### src/rtl/tpt_pkg.sv
// Shared constants and sequencer state type for the TLB page table translator.
package tpt_pkg;

  localparam int unsigned TlbEntries = 16;
  localparam int unsigned TlbIdxW    = $clog2(TlbEntries);
  localparam int unsigned PageCount  = 256;
  localparam int unsigned PageW      = 8;
  localparam int unsigned FrameCount = 256;
  localparam int unsigned FrameW     = 8;
  localparam int unsigned FreeW      = 9;
  localparam int unsigned CountW     = 32;
  localparam int unsigned InDataW    = 16;
  localparam int unsigned OutDataW   = 128;

  typedef enum logic [2:0] {
    ST_IDLE,
    ST_LOOKUP,
    ST_RESOLVE,
    ST_SCAN,
    ST_EVICT,
    ST_FILL,
    ST_DONE
  } state_e;

endpackage

### src/rtl/tlb_page_table_translator.sv
// Top level of the TLB page table translator: sequencer, TLB, page table and counters.
//
// The block translates one 16-bit logical address per input beat. The slave
// stream carries the address; the master stream returns one result beat per
// address with the physical address, hit, fault and eviction flags, and the
// running hit, fault and access totals.
// Timing: after a beat is accepted the block searches the 16-entry TLB in the
// lookup state while reading the page table memory, then resolves the access in
// the next. A TLB hit goes on to the done state, a TLB miss through the fill state
// first; a new beat is accepted only once the sequencer is back in idle.
// A fault with no free frame left scans the residence map one page per cycle
// for the lowest resident page, reads its frame, and then finishes.
// Input ready is high only while the sequencer is idle; it does not wait for
// the receiver, because a finished result sits in an output register. A new
// result is only written there once the previous beat has been taken, so a
// stalled receiver holds the block at the end of its next item.
// Reset clears the TLB valid bits, the residence map, the free-frame counter,
// the fill pointer and all totals. The page table frames need no clearing:
// a frame is only read for a resident page.
module tlb_page_table_translator (
  input  logic                          clk_i,
  input  logic                          rst_ni,
  input  logic                          s_axis_tvalid_i,
  output logic                          s_axis_tready_o,
  // [15:0] virtual address
  input  logic [tpt_pkg::InDataW-1:0]   s_axis_tdata_i,
  output logic                          m_axis_tvalid_o,
  input  logic                          m_axis_tready_i,
  // [15:0] phys_addr, [16] tlb_hit, [17] page_fault, [18] evicted_valid,
  // [26:19] evicted_page, [58:27] hit_total, [90:59] fault_total,
  // [122:91] access_total, [127:123] zero
  output logic [tpt_pkg::OutDataW-1:0]  m_axis_tdata_o
);

  localparam int unsigned TlbN   = tpt_pkg::TlbEntries;
  localparam int unsigned IdxW   = tpt_pkg::TlbIdxW;
  localparam int unsigned PgW    = tpt_pkg::PageW;
  localparam int unsigned FrW    = tpt_pkg::FrameW;
  localparam int unsigned CntW   = tpt_pkg::CountW;
  localparam int unsigned FreeW  = tpt_pkg::FreeW;

  tpt_pkg::state_e state_q, state_d;

  // TLB storage. Page and frame fields are only read behind a valid bit.
  logic [TlbN-1:0]          tlb_valid_q;
  logic [PgW-1:0]           tlb_page_q  [TlbN];
  logic [FrW-1:0]           tlb_frame_q [TlbN];
  logic [IdxW-1:0]          fill_ptr_q;

  // Residence map in flip-flops, frames in a memory with a registered read.
  logic [tpt_pkg::PageCount-1:0] resident_q;
  logic [FrW-1:0]           page_frame_mem [tpt_pkg::PageCount];
  logic [PgW-1:0]           pt_raddr;
  logic [FrW-1:0]           pt_rdata_q;

  logic [FreeW-1:0]         next_free_q;
  logic [CntW-1:0]          hit_cnt_q, fault_cnt_q, access_cnt_q;

  // Per-item working registers.
  logic [PgW-1:0]           page_q;
  logic [7:0]               offset_q;
  logic [FrW-1:0]           frame_q;
  logic                     hit_q, fault_q, ev_valid_q;
  logic [PgW-1:0]           ev_page_q;
  logic [PgW-1:0]           scan_q;

  logic                     out_valid_q;
  logic [tpt_pkg::OutDataW-1:0] out_data_q;

  logic                     in_fire;
  logic                     out_free;
  logic                     tlb_match;
  logic [FrW-1:0]           tlb_match_frame;
  logic                     free_avail;
  logic                     scan_hit;
  logic                     scan_last;
  logic [CntW-1:0]          hit_cnt_nxt, fault_cnt_nxt, access_cnt_nxt;

  assign in_fire    = s_axis_tvalid_i && s_axis_tready_o;
  assign out_free   = !out_valid_q || m_axis_tready_i;
  assign free_avail = next_free_q < FreeW'(tpt_pkg::FrameCount);
  assign scan_hit   = resident_q[scan_q];
  assign scan_last  = scan_q == PgW'(tpt_pkg::PageCount - 1);

  // Associative TLB search; the lowest-numbered valid match wins.
  always_comb begin
    tlb_match       = 1'b0;
    tlb_match_frame = '0;
    for (int i = TlbN - 1; i >= 0; i--) begin
      if (tlb_valid_q[i] && (tlb_page_q[i] == page_q)) begin
        tlb_match       = 1'b1;
        tlb_match_frame = tlb_frame_q[i];
      end
    end
  end

  // The page table read address follows the page under translation, except
  // while scanning for a victim, where it tracks the scan position.
  assign pt_raddr = (state_q == tpt_pkg::ST_SCAN) ? scan_q : page_q;

  always_ff @(posedge clk_i) begin
    pt_rdata_q <= page_frame_mem[pt_raddr];
    if (state_q == tpt_pkg::ST_FILL && fault_q) begin
      page_frame_mem[page_q] <= frame_q;
    end
  end

  // Next-state logic.
  always_comb begin
    state_d = state_q;
    case (state_q)
      tpt_pkg::ST_IDLE: begin
        if (s_axis_tvalid_i) state_d = tpt_pkg::ST_LOOKUP;
      end
      tpt_pkg::ST_LOOKUP: state_d = tpt_pkg::ST_RESOLVE;
      tpt_pkg::ST_RESOLVE: begin
        if (hit_q) begin
          state_d = tpt_pkg::ST_DONE;
        end else if (resident_q[page_q] || free_avail) begin
          state_d = tpt_pkg::ST_FILL;
        end else begin
          state_d = tpt_pkg::ST_SCAN;
        end
      end
      tpt_pkg::ST_SCAN: begin
        if (scan_hit) begin
          state_d = tpt_pkg::ST_EVICT;
        end else if (scan_last) begin
          state_d = tpt_pkg::ST_FILL;
        end
      end
      tpt_pkg::ST_EVICT: state_d = tpt_pkg::ST_FILL;
      tpt_pkg::ST_FILL:  state_d = tpt_pkg::ST_DONE;
      tpt_pkg::ST_DONE: begin
        if (out_free) state_d = tpt_pkg::ST_IDLE;
      end
      default: state_d = tpt_pkg::ST_IDLE;
    endcase
  end

  // Output logic of the sequencer.
  always_comb begin
    s_axis_tready_o = (state_q == tpt_pkg::ST_IDLE);
  end

  assign hit_cnt_nxt    = hit_cnt_q + CntW'(hit_q);
  assign fault_cnt_nxt  = fault_cnt_q + CntW'(fault_q);
  assign access_cnt_nxt = access_cnt_q + CntW'(1);

  always_ff @(posedge clk_i or negedge rst_ni) begin
    if (!rst_ni) begin
      state_q      <= tpt_pkg::ST_IDLE;
      tlb_valid_q  <= '0;
      fill_ptr_q   <= '0;
      resident_q   <= '0;
      next_free_q  <= '0;
      hit_cnt_q    <= '0;
      fault_cnt_q  <= '0;
      access_cnt_q <= '0;
      out_valid_q  <= 1'b0;
    end else begin
      state_q <= state_d;

      // A finished item refills the output register once it is empty or its old
      // beat leaves in that cycle; otherwise a taken beat empties it.
      if (state_q == tpt_pkg::ST_DONE && out_free) begin
        out_valid_q <= 1'b1;
      end else if (m_axis_tready_i) begin
        out_valid_q <= 1'b0;
      end

      case (state_q)
        tpt_pkg::ST_EVICT: begin
          // Drop the victim page from residence and from every TLB slot.
          resident_q[ev_page_q] <= 1'b0;
          for (int k = 0; k < TlbN; k++) begin
            if (tlb_valid_q[k] && (tlb_page_q[k] == ev_page_q)) begin
              tlb_valid_q[k] <= 1'b0;
            end
          end
        end
        tpt_pkg::ST_RESOLVE: begin
          if (!hit_q && !resident_q[page_q] && free_avail) begin
            next_free_q <= next_free_q + FreeW'(1);
          end
        end
        tpt_pkg::ST_FILL: begin
          if (fault_q) resident_q[page_q] <= 1'b1;
          tlb_valid_q[fill_ptr_q] <= 1'b1;
          if (fill_ptr_q == IdxW'(TlbN - 1)) begin
            fill_ptr_q <= '0;
          end else begin
            fill_ptr_q <= fill_ptr_q + IdxW'(1);
          end
        end
        tpt_pkg::ST_DONE: begin
          if (out_free) begin
            hit_cnt_q    <= hit_cnt_nxt;
            fault_cnt_q  <= fault_cnt_nxt;
            access_cnt_q <= access_cnt_nxt;
          end
        end
        default: ;
      endcase
    end
  end

  // Payload registers of the working set, the TLB fields and the result.
  always_ff @(posedge clk_i) begin
    case (state_q)
      tpt_pkg::ST_IDLE: begin
        if (in_fire) begin
          page_q     <= s_axis_tdata_i[15:8];
          offset_q   <= s_axis_tdata_i[7:0];
          fault_q    <= 1'b0;
          ev_valid_q <= 1'b0;
          ev_page_q  <= '0;
          scan_q     <= '0;
        end
      end
      tpt_pkg::ST_LOOKUP: begin
        hit_q   <= tlb_match;
        frame_q <= tlb_match_frame;
      end
      tpt_pkg::ST_RESOLVE: begin
        if (!hit_q) begin
          if (resident_q[page_q]) begin
            frame_q <= pt_rdata_q;
          end else begin
            fault_q <= 1'b1;
            // With no free frame and no resident page, frame zero is used.
            frame_q <= free_avail ? next_free_q[FrW-1:0] : '0;
          end
        end
      end
      tpt_pkg::ST_SCAN: begin
        if (scan_hit) begin
          ev_valid_q <= 1'b1;
          ev_page_q  <= scan_q;
        end else if (!scan_last) begin
          scan_q <= scan_q + PgW'(1);
        end
      end
      tpt_pkg::ST_EVICT: begin
        // The read issued at the scan position returns the victim's frame.
        frame_q <= pt_rdata_q;
      end
      tpt_pkg::ST_FILL: begin
        tlb_page_q[fill_ptr_q]  <= page_q;
        tlb_frame_q[fill_ptr_q] <= frame_q;
      end
      tpt_pkg::ST_DONE: begin
        if (out_free) begin
          out_data_q <= {5'b0, access_cnt_nxt, fault_cnt_nxt, hit_cnt_nxt, ev_page_q,
                         ev_valid_q, fault_q, hit_q, frame_q, offset_q};
        end
      end
      default: ;
    endcase
  end

  assign m_axis_tvalid_o = out_valid_q;
  assign m_axis_tdata_o  = out_data_q;

endmodule

### config.mk
export PLATFORM = sky130hd
export DESIGN_NAME = tlb_page_table_translator
export DESIGN_NICKNAME = d
export VERILOG_FILES = /design/src/rtl/tpt_pkg.sv /design/src/rtl/tlb_page_table_translator.sv
export SDC_FILE = /design/constraint.sdc
export NUM_CORES = 2
export LEC_CHECK = 0
export BUFFER_PORTS_ARGS = -buffer_cell sky130_fd_sc_hd__buf_4
export CAP_MARGIN = 10
export CORE_MARGIN = 1.5
export CORE_UTILIZATION = 30
export CTS_CLUSTER_SIZE = 25
export DETAILED_ROUTE_END_ITERATION = 7
export PLACE_DENSITY_LB_ADDON = 0.08
export SYNTH_ARGS = -nofsm -noshare
export SYNTH_HDL_FRONTEND = slang
export SYNTH_SLANG_ARGS = --single-unit
export TNS_END_PERCENT = 30
### constraint.sdc
create_clock -name clk_i -period 13.37 [get_ports clk_i]
set_input_delay 2.674 -clock clk_i [delete_from_list [all_inputs] [get_ports clk_i]]
set_output_delay 2.674 -clock clk_i [all_outputs]
set_load 0.05 [all_outputs]
# == Word level (Yosys, flattened, before mapping) ==
# Memories as Yosys holds them, arrays and structs flattened. A register that Yosys moved wholly into a read port is not among the register bits.
# Index checks and enable logic that the tools add are counted.
# word_totals
register_bits,551
mem_bits_rw,2304
inputBits,20
output_inout_bits,130
word_cells,274
mem_count,3
# op_classes
add_sub_neg,6
order_cmp,8
n_eq_ne,66
n_mux,77
bitwise_logic,4
n_reduce_logical,77
# mem_list
name,words,word_bits,rd,rd_ports_with_merged_regs,write_ports,line,text
page_frame_mem,256,8,1,1,1,tlb_page_table_translator.sv:52,logic [FrW-1:0] page_frame_mem [tpt_pkg::PageCount];
tlb_frame_q,16,8,16,0,1,tlb_page_table_translator.sv:47,logic [FrW-1:0] tlb_frame_q [TlbN];
tlb_page_q,16,8,16,0,1,tlb_page_table_translator.sv:46,logic [PgW-1:0] tlb_page_q [TlbN];
# ops
operator,count
$pmux 256 s2,1
$and 256x256->256,1
$eq 8x8->1,32
$mux 256,1
$not 256->256,1
$or 256x256->256,1
$mux 8,24
$add 32x1->32,2
$ne 2x2->1 const B,24
$reduce_and 2->1,21
$logic_and 1x1->1,40
$add 32x1->32 const B,1
$mux 1,32
$pmux 16 s2,1
$pmux 8 s2,2
$lt 8x9->1 const B,3
$pmux 8 s3,1
$pmux 3 s7,1
$mux 3,6
$bmux 1 s8,2
$demux 1 s8,2
$ge 8x1->1 const B,2
$or 16x16->16,1
$reduce_or 15->1,1
23 further kinds,35

# == Depth between registers and ports, before layout ==
# An unclocked memory read counts as a cell.
# logic_depth
word_depth,20
ltp_mapped,15
mapped_depth_nobuf,11

# == Least setup slack after synthesis ==
# Ideal clock, no wire load.
# synth_timing
kind,input-to-reg
start,input port m_axis_tready_i
end,register hit_cnt_q[24]
arrival_ns,7.232
required_ns,13.237
path_slack_ns,6.004
stages,7
n_path_buf,2
path_cell_list,nand2b_1 nand2b_1 clkbuf_1 inv_2 clkbuf_1 nand2_1 xnor2_1
# synth_via
elab_chain_cells,2
# synth_rtl
item,line,text
from (decl),tlb_page_table_translator.sv:28,"input logic m_axis_tready_i,"
$logic_or 1x1->1,tlb_page_table_translator.sv:80,assign out_free = !out_valid_q || m_axis_tready_i;
$reduce_and 2->1 (no line),-,
to (signal assigned),tlb_page_table_translator.sv:198,hit_cnt_q <= hit_cnt_nxt;
to (decl),tlb_page_table_translator.sv:57,"logic [CntW-1:0] hit_cnt_q, fault_cnt_q, access_cnt_q;"
# Every way passes these cells.
# A chain may end at the register's enable or synchronous reset.

# == Worst setup path in the final report ==
# layout_timing
start,register state_q[2]
end,register pt_rdata_q[3] (read register of page_frame_mem)
# layout_via
elab_chain_cells,2
# layout_rtl
item,line,text
from (decl),tlb_page_table_translator.sv:42,"tpt_pkg::state_e state_q, state_d;"
from (signal assigned),tlb_page_table_translator.sv:152,state_q <= tpt_pkg::ST_IDLE;
from (signal assigned),tlb_page_table_translator.sv:162,state_q <= state_d;
$eq 3x2->1,tlb_page_table_translator.sv:99,assign pt_raddr = (state_q == tpt_pkg::ST_SCAN) ? scan_q : page_q;
$mux 8,tlb_page_table_translator.sv:99,
to (decl),tlb_page_table_translator.sv:54,logic [FrW-1:0] pt_rdata_q;
# Every way passes these cells.

==> impl_metrics.prom <==
# TYPE chip_impl_metric gauge
chip_impl_info{name="setup.worst_path.class",value="reg2reg"} 1
chip_impl_info{name="critical_path_cell_by_cell",value="nand3b_1 -> buf_4 -> a21oi_4 -> buf_4 -> buf_12 -> buf_4 -> mux2i_1 -> a32oi_1 -> and3_1 -> a31oi_1 -> o22ai_1 -> nor4_1 -> nor4_1"} 1
chip_impl_metric{name="design.final.nets",unit=""} 9074
chip_impl_metric{name="worst_clock_skew",unit="ns"} 0.0698
chip_impl_metric{name="clk_latency_worst_skew_pair",unit="ns"} 0.95
chip_impl_metric{name="grtUsageTotal",unit="%"} 20.7
chip_impl_metric{name="placementRows",unit=""} 230
chip_impl_metric{name="number_of_clock_buffers_inserted_by_tritoncts",unit=""} 335
chip_impl_metric{name="postSynth.asyncResetShare",unit="%"} 13.4
chip_impl_info{name="min-delay-path-class",value="reg2reg"} 1
chip_impl_info{name="critPathCaptureType",value="flip-flop"} 1
chip_impl_metric{name="num-fill-cells",unit=""} 38300
chip_impl_metric{name="final_min_period_over_clock_period",unit="%"} 44.8
chip_impl_metric{name="worst_relative_slew_slack",unit="%"} 14.0
chip_impl_info{name="critical_path.most_common_cell",value="buf_4"} 1
chip_impl_metric{name="met3_wirelength",unit="µm"} 19300
chip_impl_metric{name="io_port_bufs",unit=""} 144
chip_impl_metric{name="clkTransAtPathRegs",unit="ns"} 0.06
chip_impl_metric{name="wirelength",unit="µm"} 422000
chip_impl_metric{name="finalMaxSlewViolations",unit=""} 0
chip_impl_metric{name="netlist_instances",unit=""} 8903
chip_impl_metric{name="cts_hold_buffers",unit=""} 0
chip_impl_metric{name="via_per_inst",unit=""} 5.20
chip_impl_info{name="tritoncts",value="done"} 1
chip_impl_metric{name="areaGrowthSynthToFinish",unit="%"} 15.5
chip_impl_metric{name="cts-root-to-sink-buffers",unit=""} 4
chip_impl_metric{name="finalSetupViolations",unit=""} 0
chip_impl_metric{name="p_leak",unit="nW"} 46.7
chip_impl_metric{name="measured_slew_at_the_worst_slew_check_pin",unit="ns"} 1.29
chip_impl_metric{name="post_synth.cell_area_avg",unit="µm²"} 13.3
chip_impl_info{name="cell_type_contributing_the_most_total_cell_area_after_synthesis",value="edfxtp_1"} 1
chip_impl_info{name="slowest_stage",value="buf_4"} 1
chip_impl_metric{name="achievable-frequency",unit="MHz"} 167
chip_impl_metric{name="arrival",unit="ns"} 6.79
chip_impl_metric{name="antenna_violations_before_repair",unit=""} 19
chip_impl_info{name="highest-signal-layer",value="met5"} 1
chip_impl_metric{name="netlist.area_leader.share",unit="%"} 62.6
chip_impl_metric{name="detailroute.via_count",unit=""} 75700
chip_impl_metric{name="die_width",unit="µm"} 631
chip_impl_metric{name="ys_warn_count",unit=""} 0
chip_impl_metric{name="post_layout_nonfiller_instances",unit=""} 14500
chip_impl_metric{name="fin_setup_tns",unit="ns"} 0
chip_impl_metric{name="wl_met1",unit="µm"} 192000
chip_impl_info{name="status",value="finished, final reports clean"} 1
chip_impl_metric{name="grt_first_pass_wirelength",unit="µm"} 597000
chip_impl_info{name="synth_most_common_cell",value="edfxtp_1"} 1
chip_impl_metric{name="detail_route.iter0.violations",unit=""} 6714
chip_impl_info{name="yosys-top-cells-area",value="edfxtp_1 (63%), dfrtp_1 (8.1%), nand2_1 (5.7%), nand3_1 (2.6%), a21oi_1 (2.4%)"} 1
chip_impl_metric{name="die_h",unit="µm"} 631
chip_impl_metric{name="detail_route.wl_per_cell",unit="µm"} 29.0
chip_impl_metric{name="grt_max_degree",unit=""} 177
chip_impl_info{name="synth.top_cells.by_count",value="edfxtp_1 (2470), nand2_1 (1804), nand3_1 (614), a21oi_1 (578), nor2_1 (450)"} 1
chip_impl_metric{name="met2RoutedLength",unit="µm"} 201000
chip_impl_info{name="grt_setup_unrepaired",value="false"} 1
chip_impl_metric{name="gr-total-overflow",unit=""} 0
chip_impl_metric{name="post_synth_num_cell_types",unit=""} 80
chip_impl_metric{name="clkSinkCount",unit=""} 2863
chip_impl_metric{name="drcViolationCount",unit=""} 0
chip_impl_info{name="critical_path.startpoint_type",value="flip-flop"} 1
chip_impl_metric{name="cp_slowest_stage_delay",unit="ns"} 0.81
chip_impl_metric{name="clock_tree.htree_level_count",unit=""} 5
chip_impl_metric{name="place.detailed.hpwl",unit="µm"} 246000
chip_impl_info{name="synth_top_flop_cell",value="edfxtp_1"} 1
chip_impl_metric{name="yosys_reg_bits",unit=""} 2863
chip_impl_metric{name="cp.required",unit="ns"} 14.16
chip_impl_metric{name="yosysSeqAreaShare",unit="%"} 70.9
chip_impl_metric{name="cts_repair_resize_count",unit=""} 0
chip_impl_metric{name="drv.max_cap_violation_count",unit=""} 0
chip_impl_metric{name="finalCriticalPeriod",unit="ns"} 5.99
chip_impl_metric{name="path_max_fanout",unit=""} 113
chip_impl_metric{name="final_layout_size_suffix_gt1_share",unit="%"} 11.5
chip_impl_metric{name="first_pass_iters",unit=""} 6
chip_impl_metric{name="fp.dieArea",unit="µm²"} 398000
chip_impl_metric{name="first_global_vias",unit=""} 76000
chip_impl_metric{name="floorplan.core_area",unit="µm²"} 393000
chip_impl_metric{name="post_cts_setup_repair_buffer_count",unit=""} 0
chip_impl_metric{name="vdd_drop_max",unit="µV"} 158
chip_impl_metric{name="pin_count",unit=""} 150
chip_impl_info{name="cts-root-buf",value="clkbuf_16"} 1
chip_impl_metric{name="hold_viol_final",unit=""} 0
chip_impl_metric{name="power_per_cell_area",unit="nW/µm²"} 197
chip_impl_metric{name="detail-route-antenna-nets",unit=""} 0
chip_impl_metric{name="gp_congestion",unit=""} 0.807
chip_impl_metric{name="initial_cell_density_of_the_core",unit="%"} 30.2
chip_impl_metric{name="synth_area",unit="µm²"} 118000
chip_impl_metric{name="placedCellCount",unit=""} 13900
chip_impl_metric{name="edff_count_synth",unit=""} 2470
[final cells by class]
class                           count  area, µm²  share of cell area [%]
Antenna cell                        4       10.0                 0.00732
Clock buffer                      447       9040                    6.61
Clock inverter                    167       1690                    1.23
Inverter                           47        184                   0.134
Multi-Input combinational cell   5414      32200                    23.6
Sequential cell                  2863      84000                    61.4
Tap cell                         5220       6530                    4.77
Timing Repair Buffer              382       3150                    2.31
[worst paths after layout]
check                                  startpoint                      endpoint  slack, ns  cells past startpoint
max                        state_q[2]$_DFFE_PN0P_         pt_rdata_q[3]$_DFF_P_       7.38                     13
min                         offset_q[0]$_DFFE_PP_   m_axis_tdata_o[0]$_DFFE_PP_       0.40                      0
max reg2reg                state_q[2]$_DFFE_PN0P_         pt_rdata_q[3]$_DFF_P_       7.38                     13
min reg2reg                 offset_q[0]$_DFFE_PP_   m_axis_tdata_o[0]$_DFFE_PP_       0.40                      0
max in group asynchronous                  rst_ni  access_cnt_q[17]$_DFFE_PN0P_       9.26                      3
min in group asynchronous                  rst_ni    resident_q[46]$_DFFE_PN0P_       1.79                      1
[layout by cell type (no fill, tap or decap), drive strengths merged, types with 68 or more instances in the layout]
cell type and n:
edfxtp 2470, nand2 1805, nand3 615, a21oi 578
nor2 450, clkbuf 447, dfrtp 385, buf 382
mux2i 281, xnor2 273, nand4 221, a32oi 205
xor2 177, a31oi 133, clkinv 123, mux4 118
nor4 68
[where the power goes]
group	internal [W]	switching, W	total [W]
Combinational	0.00143	0.00512	0.00655
Clock	0.00529	0.00384	0.00913
Sequential	0.0110	0.000252	0.0113
Total	0.0178	0.00921	0.0270
[per-layer routing]
layer,up-vias,global-route usage (%)
met4,2,5.08
met1,39700,28.9
met2,2081,34.2
met3,535,2.62
met5,-,0
li1,33400,-
[stage by stage]
stage	utilization, %	power [W]	area [µm²]	hold slack (ns)	setup WS, ns
6_report	34.9	0.0270	137000	0.405	7.38
4_1_cts	34.8	0.0273	137000	0.405	7.39
3_5_place_dp	32.1	0.0181	126000	0.405	7.40
2_1_floorplan	-	0.0151	118000	0.400	6.00
3_3_place_gp	32.1	0.0181	126000	0.401	7.32
5_1_grt	34.8	0.0280	137000	0.424	7.16
[cell families after synthesis]
group,after synthesis,share of synthesized area [%]
and+or+nand+nor,3376,12.4
AOI/OAI and AO/OA,1164,6.24
adders and majority gates,11,0.116
other,1,0.00317
buffers and inverters,630,2.24
DFF,2863,70.9
muxes,408,4.72
xor gates and xnor gates,450,3.34
[worst max-delay path: cells and delay by family, from the launching register on]
family / cells / cell delay [ns]
AND/OR/NAND/NOR: 4 / 1.32
buffers and inverters: 4 / 2.26
multiplexers: 1 / 0.28
flip-flops: 1 / 0.53
AO/OA/AOI/OAI: 4 / 1.27
[sequential cells by signal, summed over array words and instances, names as in the netlist, 9 cells and up]
name	count
tlb_valid_q	16
m_axis_tdata_o	123
resident_q	256
tlb_frame_q	128
tlb_page_q	128
access_cnt_q	32
page_frame_mem	2048
hit_cnt_q	32
next_free_q	9
fault_cnt_q	32
No activity file was read; power rests on OpenSTA's default activity.
